===== config.mk =====
export PLATFORM = sky130hd
export DESIGN_NAME = rgb_linear_fader
export DESIGN_NICKNAME = d
export VERILOG_FILES = /design/src/hdl/rlf_pkg.sv /design/src/hdl/rlf_ram.sv /design/src/hdl/rlf_div.sv /design/src/hdl/rgb_linear_fader.sv
export SDC_FILE = /design/constraint.sdc
export NUM_CORES = 2
export LEC_CHECK = 0
export ABC_CLOCK_PERIOD_IN_PS = 12550
export BUFFER_PORTS_ARGS = -buffer_cell sky130_fd_sc_hd__buf_2
export CORE_AREA = 2 2 490 492
export CTS_CLUSTER_DIAMETER = 40
export CTS_CLUSTER_SIZE = 20
export DETAILED_ROUTE_END_ITERATION = 10
export DIE_AREA = 0 0 492 494
export SLEW_MARGIN = 10
export SYNTH_ARGS = -nofsm -noshare
export SYNTH_HDL_FRONTEND = slang
export SYNTH_SLANG_ARGS = --single-unit

===== constraint.sdc =====
create_clock -name clk -period 12.55 [get_ports clk]
set_input_delay 3.765 -clock clk [delete_from_list [all_inputs] [get_ports clk]]
set_output_delay 3.765 -clock clk [all_outputs]
set_load 0.01 [all_outputs]

===== src/hdl/rlf_pkg.sv =====
// Shared constants and types of the RGB linear fader.
// Used by the fader top level, its divider and its checker; depends on nothing.
package rlf_pkg;

  localparam int NUM_LEDS_DEF = 16;

  // Field widths.
  localparam int OPCODE_W  = 2;
  localparam int SEL_W     = 5;
  localparam int COLOR_W   = 8;
  localparam int STEPS_W   = 16;
  localparam int COUNT_W   = 5;
  localparam int LED_IDX_W = 4;
  localparam int SLOPE_W   = 16;
  localparam int STL_W     = 17;

  localparam int IN_TDATA_W  = 48;
  localparam int OUT_TDATA_W = 32;

  localparam logic [COUNT_W-1:0] LED_COUNT_RST = 5'd16;

  // Command codes carried in the input tuser.
  localparam logic [OPCODE_W-1:0] OP_SET_NOW = 2'd0;
  localparam logic [OPCODE_W-1:0] OP_FADE_TO = 2'd1;
  localparam logic [OPCODE_W-1:0] OP_TICK    = 2'd2;

  // Fixed-point scale: slopes and positions are kept in hundredths of a level.
  localparam int SCALE     = 100;
  localparam int HALF      = 50;
  localparam int SAT_LIMIT = 25600;   // 256 levels in hundredths
  localparam int RECIP     = 5243;    // ceil(2^19 / 100)
  localparam int RECIP_SH  = 19;

  // Slope divider: |100 * diff| fits in 15 bits.
  localparam int DIV_NUM_W = 15;
  localparam int DIV_CNT_W = $clog2(DIV_NUM_W + 1);

  // One table entry per LED; channel 0 is red, 1 green, 2 blue.
  typedef struct packed {
    logic [STL_W-1:0]              steps_left;
    logic [2:0][SLOPE_W-1:0]       slope;
    logic [2:0][COLOR_W-1:0]       tgt;
    logic [2:0][COLOR_W-1:0]       cur;
  } led_entry_t;

  typedef struct packed {
    logic                 start;
    logic [DIV_NUM_W-1:0] num;
    logic [STEPS_W-1:0]   den;
  } div_req_t;

  typedef struct packed {
    logic                 done;
    logic [DIV_NUM_W-1:0] quo;
  } div_rsp_t;

endpackage


===== src/hdl/rlf_ram.sv =====
// Generic single-port-write, single-port-read RAM with a registered read.
// Depends on nothing.
module rlf_ram #(
  parameter int WIDTH = 8,
  parameter int DEPTH = 16,
  parameter int ADDR_W = (DEPTH > 1) ? $clog2(DEPTH) : 1
) (
  input  logic              clk,
  input  logic              we,
  input  logic [ADDR_W-1:0] waddr,
  input  logic [WIDTH-1:0]  wdata,
  input  logic              re,
  input  logic [ADDR_W-1:0] raddr,
  output logic [WIDTH-1:0]  rdata
);

  logic [WIDTH-1:0] mem [DEPTH];

  always_ff @(posedge clk) begin
    if (we) begin
      mem[waddr] <= wdata;
    end
    if (re) begin
      rdata <= mem[raddr];
    end
  end

endmodule


===== src/hdl/rlf_div.sv =====
// Bit-serial restoring divider for the fade slope, one quotient bit per cycle.
// Depends on rlf_pkg for widths and the request and response structs.
module rlf_div (
  input  logic              clk,
  input  logic              rst,
  input  rlf_pkg::div_req_t req,
  output rlf_pkg::div_rsp_t rsp
);
  import rlf_pkg::*;

  logic                 busy;
  logic                 done;
  logic [DIV_CNT_W-1:0] cnt;
  logic [STEPS_W-1:0]   rem;
  logic [STEPS_W-1:0]   den;
  logic [DIV_NUM_W-1:0] quo;

  logic [STEPS_W:0]     shifted;
  logic                 ge;
  logic [STEPS_W:0]     diff;
  logic [STEPS_W-1:0]   rem_next;

  always_comb begin
    shifted  = {rem, quo[DIV_NUM_W-1]};
    ge       = (shifted >= {1'b0, den});
    diff     = shifted - {1'b0, den};
    rem_next = ge ? diff[STEPS_W-1:0] : shifted[STEPS_W-1:0];
  end

  always_ff @(posedge clk) begin
    if (rst) begin
      busy <= 1'b0;
      done <= 1'b0;
      cnt  <= '0;
    end else begin
      done <= 1'b0;
      if (req.start) begin
        rem  <= '0;
        quo  <= req.num;
        den  <= req.den;
        cnt  <= DIV_CNT_W'(DIV_NUM_W);
        busy <= 1'b1;
      end else if (busy) begin
        rem <= rem_next;
        quo <= {quo[DIV_NUM_W-2:0], ge};
        cnt <= cnt - 1'b1;
        if (cnt == DIV_CNT_W'(1)) begin
          busy <= 1'b0;
          done <= 1'b1;
        end
      end
    end
  end

  assign rsp.done = done;
  assign rsp.quo  = quo;

endmodule


===== src/hdl/rgb_linear_fader.sv =====
// RGB linear fader: per-LED color table in one RAM, walked one LED at a time.
// Each word is taken, then walked LED by LED: set_now reads, loads and writes back each LED;
// fade_to adds the bit-serial slope divider for each channel; a tick adds TA, TB and TC per
// channel for a LED mid-fade, plus any wait on the output. The next word is taken after the walk.
// Reset (synchronous, active high) empties the table at once through per-LED valid bits,
// sets led_count to 16 and drops any pending output word; no clearing pass is needed.
module rgb_linear_fader #(
  parameter int NUM_LEDS = rlf_pkg::NUM_LEDS_DEF
) (
  input  logic                             clk,
  input  logic                             rst,
  // Configuration: led_count
  input  logic                             cfg_valid,
  output logic                             cfg_ready,
  input  logic [rlf_pkg::COUNT_W-1:0]      cfg_data,
  // Command words
  input  logic                             s_axis_tvalid,
  output logic                             s_axis_tready,
  // led_select[4:0], red[12:5], green[20:13], blue[28:21], steps[44:29], zero[47:45]
  input  logic [rlf_pkg::IN_TDATA_W-1:0]   s_axis_tdata,
  // opcode[1:0]
  input  logic [rlf_pkg::OPCODE_W-1:0]     s_axis_tuser,
  // Color report words
  output logic                             m_axis_tvalid,
  input  logic                             m_axis_tready,
  // led_index[3:0], out_red[11:4], out_green[19:12], out_blue[27:20], zero[31:28]
  output logic [rlf_pkg::OUT_TDATA_W-1:0]  m_axis_tdata,
  output logic                             m_axis_tlast
);
  import rlf_pkg::*;

  localparam int IDX_W   = (NUM_LEDS > 1) ? $clog2(NUM_LEDS) : 1;
  localparam int CNT_W   = $clog2(NUM_LEDS + 1);
  localparam int ENTRY_W = $bits(led_entry_t);
  localparam logic [7:0] NUM_LEDS_B = 8'(NUM_LEDS);

  typedef enum logic [3:0] {
    S_IDLE,
    S_READ,
    S_LOAD,
    S_FD_START,
    S_FD_WAIT,
    S_TA,
    S_TB,
    S_TC,
    S_WB
  } state_t;

  state_t state;

  // Configuration register and the number of LEDs it puts in use.
  logic [COUNT_W-1:0] led_count;
  logic [7:0]         n_b;
  logic [CNT_W-1:0]   n;

  // Fields of the incoming command word.
  logic [SEL_W-1:0]   in_sel;
  logic [2:0][COLOR_W-1:0] in_col;
  logic [STEPS_W-1:0] in_steps;
  logic [7:0]         sel_b;
  logic [CNT_W-1:0]   sel_lo;
  logic [CNT_W-1:0]   sel_hi;
  logic               sel_go;

  // Latched command.
  logic [OPCODE_W-1:0]     op;
  logic [2:0][COLOR_W-1:0] col;
  logic [STEPS_W-1:0]      steps_eff;
  logic [CNT_W-1:0]        k;
  logic [CNT_W-1:0]        hi;
  logic [CNT_W-1:0]        k_inc;
  logic [1:0]              ch;

  // Table entry being worked on and its valid bits.
  led_entry_t          work;
  led_entry_t          work_next;
  state_t              load_state;
  led_entry_t          rd_entry;
  logic [ENTRY_W-1:0]  ram_rdata;
  logic [NUM_LEDS-1:0] valid;
  logic [IDX_W-1:0]    addr;
  logic                ram_we;
  logic                ram_re;
  logic                wb_go;

  // Slope divider.
  div_req_t            div_req;
  div_rsp_t            div_rsp;
  logic                neg;
  logic [COLOR_W-1:0]  abs_diff;
  logic [SLOPE_W-1:0]  quo_ext;

  // Tick datapath.
  logic signed [SLOPE_W-1:0] m_sg;
  logic signed [STEPS_W:0]   s_sg;
  logic [14:0]               cur100;
  logic [14:0]               dest100;
  logic signed [32:0]        prod;
  logic signed [18:0]        t_a;
  logic signed [18:0]        t_b;
  logic signed [34:0]        err;
  logic                      lag;
  logic [27:0]               recip_prod;
  logic [COLOR_W-1:0]        chan_val;

  // Output register.
  logic                    out_valid;
  logic                    out_load;
  logic [LED_IDX_W-1:0]    out_idx;
  logic [2:0][COLOR_W-1:0] out_col;
  logic                    out_last;
  logic [CNT_W+LED_IDX_W-1:0] k_wide;

  // ---------------------------------------------------------------------------
  // Command decode. A led_count above NUM_LEDS is clipped. An all-LED command
  // walks from LED 0 up to the count; a single-LED command beyond the count
  // does nothing, and so does the unused opcode.
  // ---------------------------------------------------------------------------
  always_comb begin
    in_sel    = s_axis_tdata[4:0];
    in_col[0] = s_axis_tdata[12:5];
    in_col[1] = s_axis_tdata[20:13];
    in_col[2] = s_axis_tdata[28:21];
    in_steps  = s_axis_tdata[44:29];

    n_b   = ({3'b0, led_count} > NUM_LEDS_B) ? NUM_LEDS_B : {3'b0, led_count};
    n     = n_b[CNT_W-1:0];
    sel_b = {3'b0, in_sel};

    sel_lo = '0;
    sel_hi = n;
    sel_go = (n != '0);
    case (s_axis_tuser) inside
      OP_TICK: begin
      end
      OP_SET_NOW, OP_FADE_TO: begin
        if (sel_b != 8'd0) begin
          if (sel_b <= n_b) begin
            sel_lo = CNT_W'(sel_b - 8'd1);
            sel_hi = CNT_W'(sel_b);
          end else begin
            sel_go = 1'b0;
          end
        end
      end
      default: sel_go = 1'b0;
    endcase
  end

  // ---------------------------------------------------------------------------
  // Table RAM. Each LED is read, changed in the working register and written
  // back before the next LED is read, so accesses never overlap. An entry that
  // was never written since reset reads as all zero.
  // ---------------------------------------------------------------------------
  assign addr   = k[IDX_W-1:0];
  assign ram_re = (state == S_READ);
  assign wb_go  = (op != OP_TICK) || !out_valid || m_axis_tready;
  assign ram_we = (state == S_WB) && wb_go;
  assign k_inc  = k + 1'b1;
  assign out_load = (state == S_WB) && wb_go && (op == OP_TICK);

  rlf_ram #(
    .WIDTH (ENTRY_W),
    .DEPTH (NUM_LEDS)
  ) u_rlf_ram (
    .clk   (clk),
    .we    (ram_we),
    .waddr (addr),
    .wdata (work),
    .re    (ram_re),
    .raddr (addr),
    .rdata (ram_rdata)
  );

  assign rd_entry = valid[addr] ? led_entry_t'(ram_rdata) : '0;

  // ---------------------------------------------------------------------------
  // Entry as loaded into the working register. set_now replaces both colors
  // and stops the fade. A tick leaves an idle LED as it is, counts a fading
  // LED down, and on the final step snaps the color to the target.
  // ---------------------------------------------------------------------------
  always_comb begin
    work_next  = rd_entry;
    load_state = S_WB;
    case (op) inside
      OP_SET_NOW: begin
        work_next.cur        = col;
        work_next.tgt        = col;
        work_next.steps_left = '0;
      end
      OP_FADE_TO: begin
        load_state = S_FD_START;
      end
      default: begin
        if (rd_entry.steps_left != '0) begin
          work_next.steps_left = rd_entry.steps_left - 1'b1;
          if (rd_entry.steps_left == STL_W'(1)) begin
            work_next.cur = rd_entry.tgt;
          end else begin
            load_state = S_TA;
          end
        end
      end
    endcase
  end

  // ---------------------------------------------------------------------------
  // Fade set-up: per channel the slope is 100 * (target - current) / steps,
  // truncated toward zero. The divider works on magnitudes and the sign is
  // put back afterwards.
  // ---------------------------------------------------------------------------
  always_comb begin
    abs_diff = (col[ch] >= work.cur[ch]) ? (col[ch] - work.cur[ch])
                                         : (work.cur[ch] - col[ch]);
    div_req.start = (state == S_FD_START);
    div_req.num   = DIV_NUM_W'(abs_diff * 7'(SCALE));
    div_req.den   = steps_eff;
    quo_ext       = {1'b0, div_rsp.quo};
  end

  rlf_div u_rlf_div (
    .clk (clk),
    .rst (rst),
    .req (div_req),
    .rsp (div_rsp)
  );

  // ---------------------------------------------------------------------------
  // Tick datapath, three registered steps per channel:
  //   TA: t = 100*cur + m and the product m*s (s = remaining steps)
  //   TB: lag test e = 100*dest - m*s - t; a lagging channel gets m twice;
  //       then +50 for rounding
  //   TC: divide by 100 through a reciprocal multiply and clamp to 0..255
  // ---------------------------------------------------------------------------
  always_comb begin
    m_sg    = $signed(work.slope[ch]);
    s_sg    = $signed({1'b0, work.steps_left[STEPS_W-1:0]});
    cur100  = 15'(work.cur[ch] * 7'(SCALE));
    dest100 = 15'(work.tgt[ch] * 7'(SCALE));
    err     = $signed({20'b0, dest100}) - 35'(prod) - 35'(t_a);
    lag     = ((m_sg > 0) && (err > 35'(m_sg))) || ((m_sg < 0) && (err < 35'(m_sg)));
    recip_prod = 28'(t_b[14:0] * 13'(RECIP));
    if (t_b < 0) begin
      chan_val = '0;
    end else if (t_b >= 19'(SAT_LIMIT)) begin
      chan_val = '1;
    end else begin
      chan_val = recip_prod[RECIP_SH+COLOR_W-1:RECIP_SH];
    end
  end

  // ---------------------------------------------------------------------------
  // Sequencer, table working register and output register. A report word is
  // loaded in the same cycle as the previous one leaves, so the output never
  // sits idle while the walk has a word ready.
  // ---------------------------------------------------------------------------
  always_ff @(posedge clk) begin
    if (rst) begin
      state     <= S_IDLE;
      out_valid <= 1'b0;
      led_count <= LED_COUNT_RST;
      valid     <= '0;
    end else begin
      if (cfg_valid) begin
        led_count <= cfg_data;
      end
      if (out_load) begin
        out_valid <= 1'b1;
      end else if (m_axis_tvalid && m_axis_tready) begin
        out_valid <= 1'b0;
      end

      unique case (state)
        S_IDLE: begin
          if (s_axis_tvalid) begin
            op        <= s_axis_tuser;
            col       <= in_col;
            steps_eff <= (in_steps == '0) ? STEPS_W'(1) : in_steps;
            k         <= sel_lo;
            hi        <= sel_hi;
            state     <= sel_go ? S_READ : S_IDLE;
          end
        end

        S_READ: begin
          state <= S_LOAD;
        end

        S_LOAD: begin
          work  <= work_next;
          ch    <= 2'd0;
          state <= load_state;
        end

        S_FD_START: begin
          neg   <= (col[ch] < work.cur[ch]);
          state <= S_FD_WAIT;
        end

        S_FD_WAIT: begin
          if (div_rsp.done) begin
            work.slope[ch] <= neg ? (SLOPE_W'(0) - quo_ext) : quo_ext;
            work.tgt[ch]   <= col[ch];
            if (ch == 2'd2) begin
              work.steps_left <= {1'b0, steps_eff} + 1'b1;
              state           <= S_WB;
            end else begin
              ch    <= ch + 1'b1;
              state <= S_FD_START;
            end
          end
        end

        S_TA: begin
          prod  <= m_sg * s_sg;
          t_a   <= $signed({4'b0, cur100}) + 19'(m_sg);
          state <= S_TB;
        end

        S_TB: begin
          t_b   <= t_a + (lag ? 19'(m_sg) : 19'sd0) + 19'(HALF);
          state <= S_TC;
        end

        S_TC: begin
          work.cur[ch] <= chan_val;
          if (ch == 2'd2) begin
            state <= S_WB;
          end else begin
            ch    <= ch + 1'b1;
            state <= S_TA;
          end
        end

        S_WB: begin
          // A tick's report waits here until the output register is free.
          if (wb_go) begin
            valid[addr] <= 1'b1;
            if (op == OP_TICK) begin
              out_idx   <= k_wide[LED_IDX_W-1:0];
              out_col   <= work.cur;
              out_last  <= (k_inc == hi);
            end
            k     <= k_inc;
            state <= (k_inc == hi) ? S_IDLE : S_READ;
          end
        end

        default: state <= S_IDLE;
      endcase
    end
  end

  assign k_wide = {{LED_IDX_W{1'b0}}, k};

  assign cfg_ready     = 1'b1;
  assign s_axis_tready = (state == S_IDLE);
  assign m_axis_tvalid = out_valid;
  assign m_axis_tdata  = {4'b0, out_col[2], out_col[1], out_col[0], out_idx};
  assign m_axis_tlast  = out_last;

endmodule


==> out/metrics.cfg <==
[run_status]
status=finished, final reports clean

[logic_synthesis]
synth_cells=6271
synth.largest_area_cell=edfxtp_1
ys_types=81
synth.avg_cell_area_um2=17.01
ys_ff_latch=2266
synth-seq-area-share_pct=63.50
ys_warn_count=0
synth-main-ff-cell=edfxtp_1
yosysTopAreaCellShare_pct=62.90
synth_area_mm2=0.1067
synth_edf_count=2234
synth_common_cells=2234 x edfxtp_1, 571 x inv_1, 570 x mux4_2, 499 x ha_1, 349 x nand2_1
yosysMostFrequentCell=edfxtp_1
synthArstFlopShare_pct=0
yosys-top-cells-area=edfxtp_1 63%, mux4_2 12%, ha_1 5.9%

[sta]
tightest_slew_ps=1310
max_freq_ghz=0.08587
final_max_slew_viol_count=0
clock_skew_ps=72.32
max-slew-margin-rel_pct=12.66
final.setup.tns_ps=0
hold_viol=0
grt_setup_unrepaired=false
setup_violations=0
fin_crit_ps=11650
finalCritPeriodShare_pct=92.79

[setup_path]
crit_path_end_kind=flop
arrival_ps=12280
r2r_cells=54
slowest_stage=edfxtp_1
start_kind=flop
cp.buffers_inverters=10
slowest_delay_ps=510
cp.required_ps=13190
cp.depth=54
critical_path.max_fanout=7
setup.worst_path.class=flop to flop
path_common_cell=ha_1
critPathTopFamily=compound AO/OA/AOI/OAI gates

[power]
power.density_mw_per_mm2=154.3
peakVddDrop_mv=0.1225
power.leakage_nw=43.66
total_power_mw=18.88

[clock_network]
cts_tree=built
clockBufferDepth=4
clkSlewWorstSetupHoldPaths_ps=50
clk_latency_ps=950
root_buffer=clkbuf_16
htreeDepth=5
hold_buffers=0
numClockSinks=2266
cts_made_buffers=332

[floorplan]
die_area_mm2=0.2430
ios=96
rows=179
die_w_um=492
core-area_mm2=0.2374
die_h_um=494
start_util_pct=44.93

[place]
gp_congestion=0.8739
dp_hpwl_mm=160.9
io_buffers=87

[detailed_routing]
drt_iter0_markers=6104
wirelength_mm=276.4
num_vias=58050
dr.pass1.iters=6
via_per_inst=5.806
drc=0
avgRoutedWirePerCell_um=27.65
ant_nets=0

[global_route]
antenna_found_initial=9
grt.total_usage_pct=22.74
overflow=0
grt_pass1_vias=59760
grt_max_degree=132
grt_pass1_wl_mm=404.1

[finish]
nNetsFinal=7424
area_delta_synth_final_pct=14.70
drive_gt1_share_pct=20.72

[worst_hold_path]
hold_path_class=flop to flop
hold_depth=1

[flow_run]
maxCapViolCount=0

==> per-stage QoR <==
step | instance area (µm²) | instances | worst slack (ps) | util (%) | hold WS (ps)
final | 122300 | 9998 | 904.9 | 51.53 | 461.9
after global routing | 122300 | 9997 | 52.53 | 51.53 | 475.6
after CTS | 122300 | 9990 | 644.9 | 51.51 | 462.8
after detailed placement | 111400 | 9406 | 736.8 | 46.94 | 449.8
after global placement | 111400 | 9406 | 774.1 | 46.94 | 441.4
after floorplan | 106700 | 6274 | 890.8 | - | 435.0
==> final timing paths <==
check | to | startpoint | slack [ps]
hold / removal | valid[2] | valid[2] | 460
setup / recovery | t_b[17] | ch[0] | 900
setup reg to reg | t_b[17] | ch[0] | 900
hold reg to reg | valid[2] | valid[2] | 460
==> cells in the final DEF, fill, tap and decap left out, drive strengths merged, types with 35 or more instances in the layout <==
master | synthesis | layout
nor2 | 168 | 168
mux2i | 82 | 82
clkinv | 1 | 103
clkbuf | 192 | 362
o22ai | 47 | 47
o21ai | 158 | 158
inv | 571 | 624
buf | 63 | 222
xor2 | 61 | 61
a21o | 51 | 51
ha | 499 | 499
mux4 | 570 | 570
nor3 | 44 | 44
fa | 290 | 290
edfxtp | 2234 | 2234
xnor2 | 115 | 115
nand3 | 62 | 62
clkinvlp | 0 | 39
nand2b | 35 | 35
o21a | 37 | 37
nand2 | 349 | 349
a21oi | 170 | 170
and2 | 116 | 116
==> flip-flops by register name (all words and copies together) (netlist names), 17 cells and up <==
name,flops
u_rlf_ram.rdata,113
t_a,17
prod,33
work,97
u_rlf_ram.mem,1808
col,24
m_axis_tdata,24
t_b,19
==> layer usage <==
metal / up-vias / share of wire [%] / wire, µm / track usage, %
li1: 24750 / - / - / -
met1: 30570 / 42 / 116400 / 31.98
met2: 2312 / 48 / 131600 / 36.42
met3: 419 / 7.1 / 19690 / 3.622
met4: 0 / 3.2 / 8730 / 7.485
met5: - / 0 / 0 / 0
==> repair_timing <==
action,in CTS,in global routing
gates resized for setup,0,2
endpoints found under the setup margin,0,3
buffers inserted,0,2
==> layout make-up <==
cell class	instances	area (µm²)
antenna	6	15.01
clock buffer	362	8536
clock inverter	222	2315
fill	19200	115100
inverter	572	2147
multi-input combinational	3181	36060
sequential	2266	67730
tap	3167	3963
timing repair buffer	222	1574
==> kinds of logic after synthesis <==
group,count (synthesis),share of synthesized area (%)
AO/OA/AOI/OAI,657,3.926
XOR/XNOR,176,1.445
adder cells (fa/ha/maj),789,11.30
buffers and inverters,827,2.947
flip-flops,2266,63.50
multiplexers,661,12.91
other,2,0.007041
AND/OR/NAND/NOR,893,3.971
==> where the power goes <==
part	internal (mW)	switching [mW]	leakage [nW]
Clock	5.56	3.47	5.23
Combinational	0.644	0.818	18.0
Sequential	8.33	0.0609	20.4
==> worst reg2reg max path, delay by kind of cell, from the launching register on <==
kind | cells | cell delay, ps
DFF | 1 | 510
xor gates and xnor gates | 3 | 430
AOI/OAI and AO/OA | 24 | 5010
muxes | 1 | 110
and+or+nand+nor | 6 | 930
adders and majority gates | 10 | 3100
buffers and inverters | 10 | 1300
No activity file was read; power rests on OpenSTA's default activity.
